--- config.mk ---
export PLATFORM = sky130hd
export DESIGN_NAME = calendar_from_epoch_seconds_core
export DESIGN_NICKNAME = d
export VERILOG_FILES = /design/src/sv/cfes_pkg.sv /design/src/sv/calendar_from_epoch_seconds_core.sv /design/src/sv/cfes_sub.sv
export SDC_FILE = /design/constraint.sdc
export NUM_CORES = 1
export LEC_CHECK = 0
export ABC_CLOCK_PERIOD_IN_PS = 5600
export BUFFER_PORTS_ARGS = -buffer_cell sky130_fd_sc_hd__buf_4
export CORE_UTILIZATION = 45
export CTS_CLUSTER_SIZE = 28
export DETAILED_ROUTE_END_ITERATION = 8
export PLACE_DENSITY = 0.63
export SLEW_MARGIN = 10
export SYNTH_ARGS = -nofsm -noshare
export SYNTH_HDL_FRONTEND = slang
export SYNTH_SLANG_ARGS = --single-unit
--- constraint.sdc ---
create_clock -name clock -period 5.6 [get_ports clock]
set_input_delay 1.12 -clock clock [delete_from_list [all_inputs] [get_ports clock]]
set_output_delay 1.12 -clock clock [all_outputs]
set_load 0.01 [all_outputs]
--- src/sv/cfes_pkg.sv ---
// Package for the epoch-seconds to calendar converter: constants, widths,
// leap-year and month-length helpers. No dependencies.
package cfes_pkg;

   localparam int unsigned EpochW    = 32;  // input seconds count
   localparam int unsigned DaysW     = 16;  // whole days since the epoch, < 49711
   localparam int unsigned CntW      = 4;   // restoring-division step counter
   localparam int unsigned YearW     = 8;   // year minus 1900
   localparam int unsigned YdayW     = 9;
   localparam int unsigned MonthW    = 4;
   localparam int unsigned DomW      = 5;

   localparam logic [EpochW-1:0] SecPerDay  = 32'd86400;
   localparam logic [EpochW-1:0] SecPerHour = 32'd3600;
   localparam logic [EpochW-1:0] SecPerMin  = 32'd60;
   localparam logic [EpochW-1:0] DaysPerWk  = 32'd7;
   localparam logic [EpochW-1:0] CommonYear = 32'd365;
   localparam logic [EpochW-1:0] QuadYears  = 32'd1460;  // four common years

   // Top quotient bit index of each restoring division
   localparam logic [CntW-1:0] DayTopBit  = 4'd15;  // days < 2^16
   localparam logic [CntW-1:0] HourTopBit = 4'd4;   // hour < 2^5
   localparam logic [CntW-1:0] MinTopBit  = 4'd5;   // minute < 2^6
   localparam logic [CntW-1:0] WdayTopBit = 4'd12;  // (days + 4) / 7 < 2^13

   localparam logic [EpochW-1:0] WeekdayOfs = 32'd4;   // 1970-01-01 was a Thursday
   localparam logic [YearW-1:0]  FirstYear  = 8'd70;   // 1970
   localparam logic [YearW-1:0]  Year2100   = 8'd200;  // only non-leap century in range

   localparam logic [MonthW-1:0] MonJan = 4'd0;
   localparam logic [MonthW-1:0] MonFeb = 4'd1;

   // Valid for 1901..2155: divisible by 4 except 2100.
   function automatic logic leap_year(input logic [YearW-1:0] ys);
      return (ys[1:0] == 2'b00) && (ys != Year2100);
   endfunction

   function automatic logic [DomW-1:0] month_days(input logic [MonthW-1:0] m,
                                                  input logic leap);
      logic [DomW-1:0] len;
      case (m)
         4'd0, 4'd2, 4'd4, 4'd6, 4'd7, 4'd9, 4'd11: len = 5'd31;
         4'd3, 4'd5, 4'd8, 4'd10:                   len = 5'd30;
         MonFeb:                                    len = leap ? 5'd29 : 5'd28;
         default:                                   len = 5'd31;
      endcase
      return len;
   endfunction

endpackage

--- src/sv/calendar_from_epoch_seconds_core.sv ---
// Channel  Dir  Handshake          Payload
// req      in   req_valid/ready    req_epoch_seconds (32b unsigned)
// rsp      out  rsp_valid/ready    second, minute, hour, years_since_1900,
//                                  day_of_year, weekday, month, day_of_month
//
// A conversion divides out days, hours, minutes and weekday, then walks
// four-year blocks, single years and months, one step per cycle on the
// single compare-and-subtract unit, except while the month step holds.
// req_ready is high only while the sequencer is idle; a finished result
// waits in the output register, and the next conversion may run meanwhile.
// If that result is still waiting when the next one is done, hold in the
// month step until rsp_ready frees the register.
// Synchronous active-high reset clears the sequencer and rsp_valid.
// Top level of the epoch-seconds to calendar converter.
// Depends on cfes_pkg and cfes_sub.
module calendar_from_epoch_seconds_core (
   input  logic                         clock,
   input  logic                         reset,
   input  logic                         req_valid,
   output logic                         req_ready,
   input  logic [cfes_pkg::EpochW-1:0]  req_epoch_seconds,
   output logic                         rsp_valid,
   input  logic                         rsp_ready,
   output logic [5:0]                   rsp_second,
   output logic [5:0]                   rsp_minute,
   output logic [4:0]                   rsp_hour,
   output logic [cfes_pkg::YearW-1:0]   rsp_years_since_1900,
   output logic [cfes_pkg::YdayW-1:0]   rsp_day_of_year,
   output logic [2:0]                   rsp_weekday,
   output logic [cfes_pkg::MonthW-1:0]  rsp_month,
   output logic [cfes_pkg::DomW-1:0]    rsp_day_of_month
);
   import cfes_pkg::*;

   typedef enum logic [2:0] {
      S_IDLE, S_DAY, S_HOUR, S_MIN, S_WDAY, S_YBLK, S_YEAR, S_MON
   } state_type;

   state_type         state_ff, state_in;
   logic [EpochW-1:0] acc_ff, acc_in;
   logic [DaysW-1:0]  quo_ff, quo_in;
   logic [DaysW-1:0]  days_ff, days_in;
   logic [CntW-1:0]   cnt_ff, cnt_in;
   logic [4:0]        hour_ff, hour_in;
   logic [5:0]        minute_ff, minute_in;
   logic [5:0]        second_ff, second_in;
   logic [2:0]        weekday_ff, weekday_in;
   logic [YearW-1:0]  ys_ff, ys_in;
   logic [YdayW-1:0]  yday_ff, yday_in;
   logic [MonthW-1:0] month_ff, month_in;

   logic              rsp_valid_ff, rsp_valid_in;
   logic [5:0]        rsp_second_ff, rsp_second_in;
   logic [5:0]        rsp_minute_ff, rsp_minute_in;
   logic [4:0]        rsp_hour_ff, rsp_hour_in;
   logic [YearW-1:0]  rsp_year_ff, rsp_year_in;
   logic [YdayW-1:0]  rsp_yday_ff, rsp_yday_in;
   logic [2:0]        rsp_wday_ff, rsp_wday_in;
   logic [MonthW-1:0] rsp_month_ff, rsp_month_in;
   logic [DomW-1:0]   rsp_dom_ff, rsp_dom_in;

   logic [EpochW-1:0] sub_b;
   logic [EpochW-1:0] sub_diff;
   logic              sub_ge;
   logic [EpochW-1:0] rem_next;
   logic [DaysW-1:0]  quo_shift;
   logic [YearW-1:0]  ys_plus2;

   cfes_sub u_sub (
      .a    (acc_ff),
      .b    (sub_b),
      .diff (sub_diff),
      .ge   (sub_ge)
   );

   assign rem_next  = sub_ge ? sub_diff : acc_ff;
   assign quo_shift = {quo_ff[DaysW-2:0], sub_ge};
   assign ys_plus2  = ys_ff + 8'd2;

   // Divisor or subtrahend for the current step
   always_comb begin
      case (state_ff)
         S_DAY:   sub_b = SecPerDay << cnt_ff;
         S_HOUR:  sub_b = SecPerHour << cnt_ff;
         S_MIN:   sub_b = SecPerMin << cnt_ff;
         S_WDAY:  sub_b = DaysPerWk << cnt_ff;
         S_YBLK:  sub_b = QuadYears + EpochW'(leap_year(ys_plus2));
         S_YEAR:  sub_b = CommonYear + EpochW'(leap_year(ys_ff));
         S_MON:   sub_b = EpochW'(month_days(month_ff, leap_year(ys_ff)));
         default: sub_b = '0;
      endcase
   end

   always_comb begin
      state_in      = state_ff;
      acc_in        = acc_ff;
      quo_in        = quo_ff;
      days_in       = days_ff;
      cnt_in        = cnt_ff;
      hour_in       = hour_ff;
      minute_in     = minute_ff;
      second_in     = second_ff;
      weekday_in    = weekday_ff;
      ys_in         = ys_ff;
      yday_in       = yday_ff;
      month_in      = month_ff;
      rsp_valid_in  = rsp_valid_ff && !rsp_ready;
      rsp_second_in = rsp_second_ff;
      rsp_minute_in = rsp_minute_ff;
      rsp_hour_in   = rsp_hour_ff;
      rsp_year_in   = rsp_year_ff;
      rsp_yday_in   = rsp_yday_ff;
      rsp_wday_in   = rsp_wday_ff;
      rsp_month_in  = rsp_month_ff;
      rsp_dom_in    = rsp_dom_ff;

      case (state_ff)
         S_IDLE: begin
            if (req_valid) begin
               acc_in   = req_epoch_seconds;
               quo_in   = '0;
               cnt_in   = DayTopBit;
               state_in = S_DAY;
            end
         end
         S_DAY: begin
            acc_in = rem_next;
            quo_in = quo_shift;
            cnt_in = cnt_ff - 4'd1;
            if (cnt_ff == '0) begin
               days_in  = quo_shift;
               quo_in   = '0;
               cnt_in   = HourTopBit;
               state_in = S_HOUR;
            end
         end
         S_HOUR: begin
            acc_in = rem_next;
            quo_in = quo_shift;
            cnt_in = cnt_ff - 4'd1;
            if (cnt_ff == '0) begin
               hour_in  = quo_shift[4:0];
               quo_in   = '0;
               cnt_in   = MinTopBit;
               state_in = S_MIN;
            end
         end
         S_MIN: begin
            acc_in = rem_next;
            quo_in = quo_shift;
            cnt_in = cnt_ff - 4'd1;
            if (cnt_ff == '0) begin
               minute_in = quo_shift[5:0];
               second_in = rem_next[5:0];
               acc_in    = EpochW'(days_ff) + WeekdayOfs;
               quo_in    = '0;
               cnt_in    = WdayTopBit;
               state_in  = S_WDAY;
            end
         end
         S_WDAY: begin
            // Only the remainder matters here
            acc_in = rem_next;
            cnt_in = cnt_ff - 4'd1;
            if (cnt_ff == '0) begin
               weekday_in = rem_next[2:0];
               acc_in     = EpochW'(days_ff);
               ys_in      = FirstYear;
               state_in   = S_YBLK;
            end
         end
         S_YBLK: begin
            // Walk four-year blocks starting at years that are 2 mod 4
            if (sub_ge) begin
               acc_in = sub_diff;
               ys_in  = ys_ff + 8'd4;
            end else begin
               state_in = S_YEAR;
            end
         end
         S_YEAR: begin
            if (sub_ge) begin
               acc_in = sub_diff;
               ys_in  = ys_ff + 8'd1;
            end else begin
               yday_in  = acc_ff[YdayW-1:0];
               month_in = MonJan;
               state_in = S_MON;
            end
         end
         S_MON: begin
            if (sub_ge) begin
               acc_in   = sub_diff;
               month_in = month_ff + 4'd1;
            end else if (!rsp_valid_ff || rsp_ready) begin
               // Hold here until the output register is free
               rsp_valid_in  = 1'b1;
               rsp_second_in = second_ff;
               rsp_minute_in = minute_ff;
               rsp_hour_in   = hour_ff;
               rsp_year_in   = ys_ff;
               rsp_yday_in   = yday_ff;
               rsp_wday_in   = weekday_ff;
               rsp_month_in  = month_ff;
               rsp_dom_in    = acc_ff[DomW-1:0] + 5'd1;
               state_in      = S_IDLE;
            end
         end
         default: state_in = S_IDLE;
      endcase
   end

   always_ff @(posedge clock) begin
      if (reset) begin
         state_ff     <= S_IDLE;
         rsp_valid_ff <= 1'b0;
      end else begin
         state_ff     <= state_in;
         rsp_valid_ff <= rsp_valid_in;
      end
      acc_ff        <= acc_in;
      quo_ff        <= quo_in;
      days_ff       <= days_in;
      cnt_ff        <= cnt_in;
      hour_ff       <= hour_in;
      minute_ff     <= minute_in;
      second_ff     <= second_in;
      weekday_ff    <= weekday_in;
      ys_ff         <= ys_in;
      yday_ff       <= yday_in;
      month_ff      <= month_in;
      rsp_second_ff <= rsp_second_in;
      rsp_minute_ff <= rsp_minute_in;
      rsp_hour_ff   <= rsp_hour_in;
      rsp_year_ff   <= rsp_year_in;
      rsp_yday_ff   <= rsp_yday_in;
      rsp_wday_ff   <= rsp_wday_in;
      rsp_month_ff  <= rsp_month_in;
      rsp_dom_ff    <= rsp_dom_in;
   end

   assign req_ready            = (state_ff == S_IDLE);
   assign rsp_valid            = rsp_valid_ff;
   assign rsp_second           = rsp_second_ff;
   assign rsp_minute           = rsp_minute_ff;
   assign rsp_hour             = rsp_hour_ff;
   assign rsp_years_since_1900 = rsp_year_ff;
   assign rsp_day_of_year      = rsp_yday_ff;
   assign rsp_weekday          = rsp_wday_ff;
   assign rsp_month            = rsp_month_ff;
   assign rsp_day_of_month     = rsp_dom_ff;

`ifndef SYNTHESIS
   a_time_range: assert property (@(posedge clock) disable iff (reset)
      rsp_valid_ff |-> (rsp_hour_ff < 5'd24) && (rsp_minute_ff < 6'd60)
                       && (rsp_second_ff < 6'd60) && (rsp_wday_ff < 3'd7))
      else $error("time-of-day or weekday out of range");

   a_date_range: assert property (@(posedge clock) disable iff (reset)
      rsp_valid_ff |-> (rsp_month_ff < 4'd12) && (rsp_dom_ff != 5'd0)
                       && (rsp_yday_ff < 9'd366 || rsp_yday_ff == 9'd365))
      else $error("calendar date out of range");

   a_month_walk: assert property (@(posedge clock) disable iff (reset)
      (state_ff == S_MON) |-> (month_ff < 4'd12))
      else $error("month walk ran past December");

   a_result_source: assert property (@(posedge clock) disable iff (reset)
      $rose(rsp_valid_ff) |-> $past(state_ff == S_MON))
      else $error("result raised outside the month step");

   a_day_remainder: assert property (@(posedge clock) disable iff (reset)
      (state_ff == S_HOUR) |-> (acc_ff < SecPerDay))
      else $error("day remainder not below one day");
`endif

endmodule

--- src/sv/cfes_sub.sv ---
// Shared compare-and-subtract unit of the calendar converter.
// Depends on cfes_pkg for the operand width.
module cfes_sub (
   input  logic [cfes_pkg::EpochW-1:0] a,
   input  logic [cfes_pkg::EpochW-1:0] b,
   output logic [cfes_pkg::EpochW-1:0] diff,
   output logic                        ge
);
   import cfes_pkg::*;

   logic [EpochW:0] wide_diff;

   assign wide_diff = {1'b0, a} - {1'b0, b};
   assign diff      = wide_diff[EpochW-1:0];
   assign ge        = ~wide_diff[EpochW];

endmodule

==> flow_metrics.py, run 1 <==
metrics = {
    "yosys": {
        "yosysMostFrequentCell": "edfxtp_1",
        "synth_common_cells": "edfxtp_1, nor2_1, nand2_1, a21oi_1, o21ai_0",
        "yosysTopAreaCellShare_pct": 47.8,
        "synth_area_per_cell_sq_um": 9.89,
        "synth_edf_count": 154,
        "synthDistinctLibCells": 80,
        "syn_area_sq_mm": 0.00967,
        "synth_ff_type": "edfxtp_1",
        "synth-seq-area-share_pct": 48.7,
        "synthCells": 978,
        "synth_top_area_cell": "edfxtp_1",
        "synth_nets": 1061,
        "yosys_register_bits": 158,
        "yosys_warnings": 0,
        "async_flop_share_pct": 0,
        "synthTopCellsByArea": "edfxtp_1, ha_1, nor2_1",
    },
    "pwr": {
        "p_leak_nw": 4.16,
        "p_seq_share_pct": 34.0,
        "p_per_area_mw_per_mm2": 415,
        "combPwrFrac_pct": 41.2,
        "p_int_mw": 2.83,
        "p_switching_mw": 1.87,
        "p_clk_share_pct": 24.8,
        "peakVddDrop_mv": 0.276,
        "p_sw_share_pct": 39.8,
    },
    "sta": {
        "fin_skew_ns": 0.0157,
        "slew_viol_final": 0,
        "slew_headroom_pct": 23.4,
        "rsz0062_at_grt": "false",
        "finalCriticalPeriod_ns": 5.12,
        "setup_viol": 0,
        "hold_viol": 0,
        "hold_slack_ns": 0.420,
        "tightestPinTransition_ns": 1.14,
        "max_freq_mhz": 195,
        "finalCritPeriodShare_pct": 91.4,
        "tns_ns": 0,
    },
    "placement": {
        "place.port_buffers": 83,
        "place_congestion": 0.930,
        "hpwlAfterDp_microns": 20100,
        "place_inst": 1320,
    },
    "die": {
        "fp.dieW_microns": 149,
        "num_rows": 53,
        "dieArea_sq_mm": 0.0221,
        "die_y_microns": 149,
        "initial_core_util_pct": 46.0,
        "pin_count": 84,
        "core_sq_mm": 0.0210,
    },
    "min_path": {
        "worst_hold_path.endpoint": "rsp_second[4]",
        "holdPathStages": 0,
        "hp-start": "second_ff[4]",
        "hp-class": "register to register",
    },
    "global_route": {
        "grt_max_degree": 48,
        "grt_pass1_vias": 7700,
        "antenna_found_initial": 0,
        "grt_usage_pct": 25.8,
        "overflow": 0,
        "grt_first_pass_wirelength_microns": 43100,
    },
    "worst_setup_path": {
        "cp.buffers_inverters": 3,
        "r2r_setup_slack_ns": 0.48,
        "start_kind": "register",
        "cp.required_ns": 5.80,
        "cp_slowest_stage_delay_ns": 0.56,
        "r2r_start": "cnt_ff[2]",
        "cp_slowest_cell": "edfxtp_1",
        "setup.worst_path.class": "register to register",
        "reg2regPathDepth": 18,
        "cp_top_family": "compound AO/OA/AOI/OAI gates",
        "critical_path.cell_chain": "clkinv_1 -> nor2_1 -> o21ai_0 -> a21oi_1 -> a21oi_1 -> a21oi_1 -> a22oi_1 -> ha_1 -> a21oi_1 -> o21ai_0 -> a21oi_1 -> o221ai_1 -> o31ai_4 -> buf_4 -> inv_2 -> nand2_1 -> o22ai_1 -> a21o_1",
        "cp_common_cell": "a21oi_1",
        "r2r_end": "acc_ff[22]",
        "cp_max_fo": 17,
        "arrival_ns": 5.32,
        "end_kind": "register",
    },
    "drt": {
        "route.detailed.drc": 0,
        "drt_iter0_markers": 757,
        "wire_per_inst_microns": 20.5,
        "routed_wl_microns": 27800,
        "ant_nets": 0,
        "routed-via-count": 8186,
        "first_pass_iters": 5,
        "viasPerCell": 6.05,
    },
    "clock_network": {
        "insertion_delay_ns": 0.45,
        "cts_setup_buffers": 0,
        "cts_made_buffers": 17,
        "root_buffer": "clkbuf_16",
        "cts_sinks": 158,
        "cts_buffer_depth": 2,
        "cts_max_level": 4,
        "clkTransAtPathRegs_ns": 0.07,
        "ctsResizeCount": 0,
        "hold_buffers": 0,
        "cts_tree": "done",
    },
    "outcome": {
        "outcome": "completed",
    },
    "cells_and_area": {
        "antennaDiodeCount": 0,
        "layout.nets": 1147,
        "area_growth_syn_to_layout_pct": 16.8,
        "drive_gt1_share_pct": 15.5,
        "stdcell_count": 1352,
        "seqCellArea_sq_mm": 0.00470,
        "fill_cells": 1944,
        "multi_input_area_sq_mm": 0.00467,
    },
    "flow_run": {
        "maxCapViolations": 0,
    },
}
logic make-up after synthesis:
logic type / synth area share (%)
muxes: 1.18
AOI/OAI and AO/OA: 21.5
xor gates and xnor gates: 3.53
DFF: 48.7
buffers and inverters: 3.07
and+or+nand+nor: 15.8
adders and majority gates: 6.26
per-layer routing:
layer,vias to the layer above,global-route usage [%],share of wire [%]
met5,-,0,0
met4,0,10.2,2.9
met3,53,5.83,6.8
met2,314,39.1,44
met1,3926,35.8,46
li1,3893,-,-
layout make-up:
type	count	area share [%]
Multi-Input combinational cell	744	41.3
Inverter	26	0.864
Sequential cell	158	41.6
Tap cell	275	3.05
Clock inverter	15	1.47
Timing Repair Buffer	117	7.88
Clock buffer	17	3.77
through the flow:
step / setup slack (ns) / utilization, % / area (sq um) / total power [mW]
after floorplan: 0.525 / - / 9670 / 3.00
after global placement: 0.568 / 50.9 / 10700 / 3.51
after detailed placement: 0.635 / 50.9 / 10700 / 3.52
after CTS: 0.623 / 53.7 / 11300 / 4.68
after global routing: 0.118 / 53.7 / 11300 / 4.98
final: 0.483 / 53.7 / 11300 / 4.69
registers in the layout (all words and copies together) (netlist names), 8 cells and up:
register              count
acc_ff                   32
days_ff                  16
quo_ff                   15
rsp_day_of_year           9
rsp_years_since_1900      8
yday_ff                   9
ys_ff                     8
worst max-delay path by stage:
stage                           start                   to  slack, ns  cells past startpoint
after CTS                   cnt_ff[2]           acc_ff[29]       0.62                     18
final                       cnt_ff[2]           acc_ff[22]       0.48                     18
after global routing        cnt_ff[2]           acc_ff[12]       0.12                     19
after global placement      cnt_ff[2]           acc_ff[22]       0.57                     18
after detailed placement    cnt_ff[2]           acc_ff[29]       0.64                     18
after floorplan           state_ff[0]  rsp_day_of_month[0]       0.52                     17
layout by cell type, fill, tap and decap left out, types with 4 or more instances in the layout:
cell type / instances
a211oi_1: 8
a21boi_0: 7
a21o_1: 11
a21oi_1: 78
a22o_1: 4
a22oi_1: 18
a31oi_1: 15
a32oi_1: 14
and2_1: 8
and3_1: 23
buf_4: 116
clkbuf_16: 17
clkinv_1: 5
clkinv_8: 4
dfxtp_1: 4
edfxtp_1: 154
ha_1: 46
inv_1: 20
inv_8: 4
mux2i_1: 8
nand2_1: 99
nand2b_1: 13
nand3_1: 23
nand4_1: 11
nor2_1: 108
nor2b_1: 7
nor3_1: 14
o211ai_1: 5
o21a_1: 5
o21ai_0: 78
o21bai_1: 6
o221ai_1: 6
o22ai_1: 11
o31a_1: 4
o31ai_1: 7
or3_1: 6
xnor2_1: 25
xor2_1: 14
power groups by stage:
| stage | clock network [mW] | logic, mW | registers (mW) |
|---|---|---|---|
| after floorplan | 0 | 1.43 | 1.57 |
| after global routing | 1.22 | 2.15 | 1.61 |
| after global placement | 0 | 1.89 | 1.62 |
| after detailed placement | 0 | 1.90 | 1.62 |
| final | 1.17 | 1.93 | 1.59 |
| after CTS | 1.18 | 1.91 | 1.59 |
No activity file was read; power rests on OpenSTA's default activity.
==> run 2: changes to the inputs <==
--- a/config.mk
+++ b/config.mk
@@ -7,10 +7,12 @@
 export LEC_CHECK = 0
 export ABC_CLOCK_PERIOD_IN_PS = 5600
 export BUFFER_PORTS_ARGS = -buffer_cell sky130_fd_sc_hd__buf_4
+export CORE_MARGIN = 2
 export CORE_UTILIZATION = 45
 export CTS_CLUSTER_SIZE = 28
 export DETAILED_ROUTE_END_ITERATION = 8
 export PLACE_DENSITY = 0.63
+export REMOVE_ABC_BUFFERS = 1
 export SLEW_MARGIN = 10
 export SYNTH_ARGS = -nofsm -noshare
 export SYNTH_HDL_FRONTEND = slang
==> run 2 against run 1 <==
Clock power rose by 4%. Wire length grew 0.41%. Setup slack improved by 0.19 ns. Utilization is 0.22 points higher. Critical path type unchanged. Critical endpoint is now acc_ff[1]. Largest cell class unchanged.
==> flow_metrics.py, run 2 (synthesized netlist as in run 1, its figures left out) <==
metrics = {
    "clock_network": {
        "ctsResizeCount": 0,
        "cts_made_buffers": 17,
        "hold_buffers": 0,
        "cts_buffer_depth": 2,
        "root_buffer": "clkbuf_16",
        "cts_max_level": 4,
        "cts_tree": "done",
        "insertion_delay_ns": 0.45,
        "cts_setup_buffers": 0,
        "cts_sinks": 158,
        "clkTransAtPathRegs_ns": 0.07,
    },
    "worst_setup_path": {
        "start_kind": "register",
        "cp.required_ns": 5.79,
        "setup.worst_path.class": "register to register",
        "end_kind": "register",
        "arrival_ns": 5.11,
        "cp_max_fo": 29,
    },
    "placement": {
        "dpl_cell_area_sq_mm": 0.0108,
        "hpwlAfterDp_microns": 20300,
        "place.port_buffers": 83,
        "place_congestion": 0.948,
    },
    "drt": {
        "routed_wl_microns": 27900,
        "route.detailed.drc": 0,
        "routed-via-count": 8196,
        "ant_nets": 0,
        "drt_iter0_markers": 607,
        "wire_per_inst_microns": 20.6,
        "first_pass_iters": 6,
        "viasPerCell": 6.04,
    },
    "sta": {
        "slew_viol_final": 0,
        "setup_viol": 0,
        "slew_headroom_pct": 30.8,
        "finalCritPeriodShare_pct": 87.9,
        "hold_viol": 0,
        "max_freq_mhz": 203,
        "hold_slack_ns": 0.417,
        "rsz0062_at_grt": "false",
        "tightestPinTransition_ns": 1.03,
        "fin_skew_ns": 0.0158,
        "finalCriticalPeriod_ns": 4.92,
    },
    "die": {
        "dieArea_sq_mm": 0.0227,
        "pin_count": 84,
        "die_y_microns": 151,
        "fp.dieW_microns": 151,
        "initial_core_util_pct": 45.9,
        "num_rows": 53,
        "core_sq_mm": 0.0211,
    },
    "cells_and_area": {
        "drive_gt1_share_pct": 15.8,
        "area_growth_syn_to_layout_pct": 17.7,
        "final_area_sq_mm": 0.0114,
        "largest_reg_flops": 32,
        "antennaDiodeCount": 0,
        "seqCellArea_sq_mm": 0.00470,
        "final_common_cell": "edfxtp_1",
        "regMostFlops": "acc_ff",
        "layout.nets": 1151,
        "final_cell_mix": "edfxtp_1, buf_4, nor2_1, nand2_1",
        "final_util_pct": 54.0,
        "top_regs": "acc_ff x32, days_ff x16, quo_ff x15",
        "multi_input_area_sq_mm": 0.00467,
        "fill_cells": 1921,
    },
    "pwr": {
        "p_switching_mw": 1.91,
        "combPwrFrac_pct": 41.2,
        "peakVddDrop_mv": 0.270,
        "p_leak_nw": 4.20,
        "p_total_mw": 4.78,
        "p_sw_share_pct": 40.0,
        "p_int_mw": 2.87,
        "p_seq_share_pct": 33.4,
        "p_clk_share_pct": 25.5,
        "p_per_area_mw_per_mm2": 420,
    },
    "global_route": {
        "grt_usage_pct": 25.2,
        "grt_max_degree": 47,
        "overflow": 0,
        "grt_pass1_vias": 7751,
        "grt_first_pass_wirelength_microns": 43500,
        "antenna_found_initial": 0,
    },
    "min_path": {
        "hp-class": "register to register",
    },
    "flow_run": {
        "maxCapViolations": 0,
    },
    "outcome": {
        "outcome": "completed",
    },
}
run 2: cell count changes in the layout (fill, tap and decap cells not counted):
cell / change
inv_12: +1
buf_4: +2
clkinv_4: -1
inv_6: -1
buf_12: +2
clkinv_8: +2
clkinv_2: -1
run 2: power groups by stage:
stage	Sequential (mW)	Combinational (mW)	Clock, mW
final	1.60	1.97	1.22
after global routing	1.61	2.18	1.27
after CTS	1.60	1.95	1.23
after detailed placement	1.62	1.94	0
after global placement	1.62	1.94	0
after floorplan	1.59	1.37	0
run 2: layer usage:
metal  track usage [%]  vias up  wire length (microns)
li1                  -     3888                      -
met1              35.1     3943                  12300
met2              40.3      319                  13000
met3              3.30       46                   1850
met4              9.21        0                    715
met5                 0        -                      0
run 2: path summary, 6_finish.rpt:
kind                             startpoint                  to  slack (ns)  depth (start not counted)
worst max register to register  state_ff[1]           acc_ff[1]        0.68                         18
worst min register to register   yday_ff[8]  rsp_day_of_year[8]        0.42                          0
worst max-delay path            state_ff[1]           acc_ff[1]        0.68                         18
worst min-delay path             yday_ff[8]  rsp_day_of_year[8]        0.42                          0
run 2: layout make-up:
| class | count | share of cell area, % |
|---|---|---|
| clock inverter | 15 | 1.69 |
| multi-input combinational | 744 | 41.0 |
| timing repair buffer | 121 | 8.31 |
| sequential | 158 | 41.3 |
| clock buffer | 17 | 3.74 |
| tap | 275 | 3.02 |
| inverter | 26 | 0.858 |
run 2: stage by stage:
stage          std cells  TNS, ns  worst slack [ns]
2_1_floorplan        928   -76.47             -1.22
3_3_place_gp        1324        0             0.799
3_5_place_dp        1324        0             0.820
4_1_cts             1356        0             0.809
5_1_grt             1356        0             0.440
6_report            1356        0             0.676
run 2: worst max-delay path, cell delays in order, from the launching register on:
cell	delay, ns
dfxtp_1	0.60
buf_4	0.35
nand2_1	0.08
a21oi_1	0.12
o21ai_0	0.09
a21boi_0	0.14
o21ai_0	0.45
o22ai_1	0.13
and2_1	0.20
ha_1	0.37
and4_2	0.27
o21ai_0	0.09
a21oi_1	0.37
o2111a_1	0.30
o31ai_4	0.11
buf_12	0.20
inv_2	0.29
mux2i_1	0.19
a211o_1	0.33
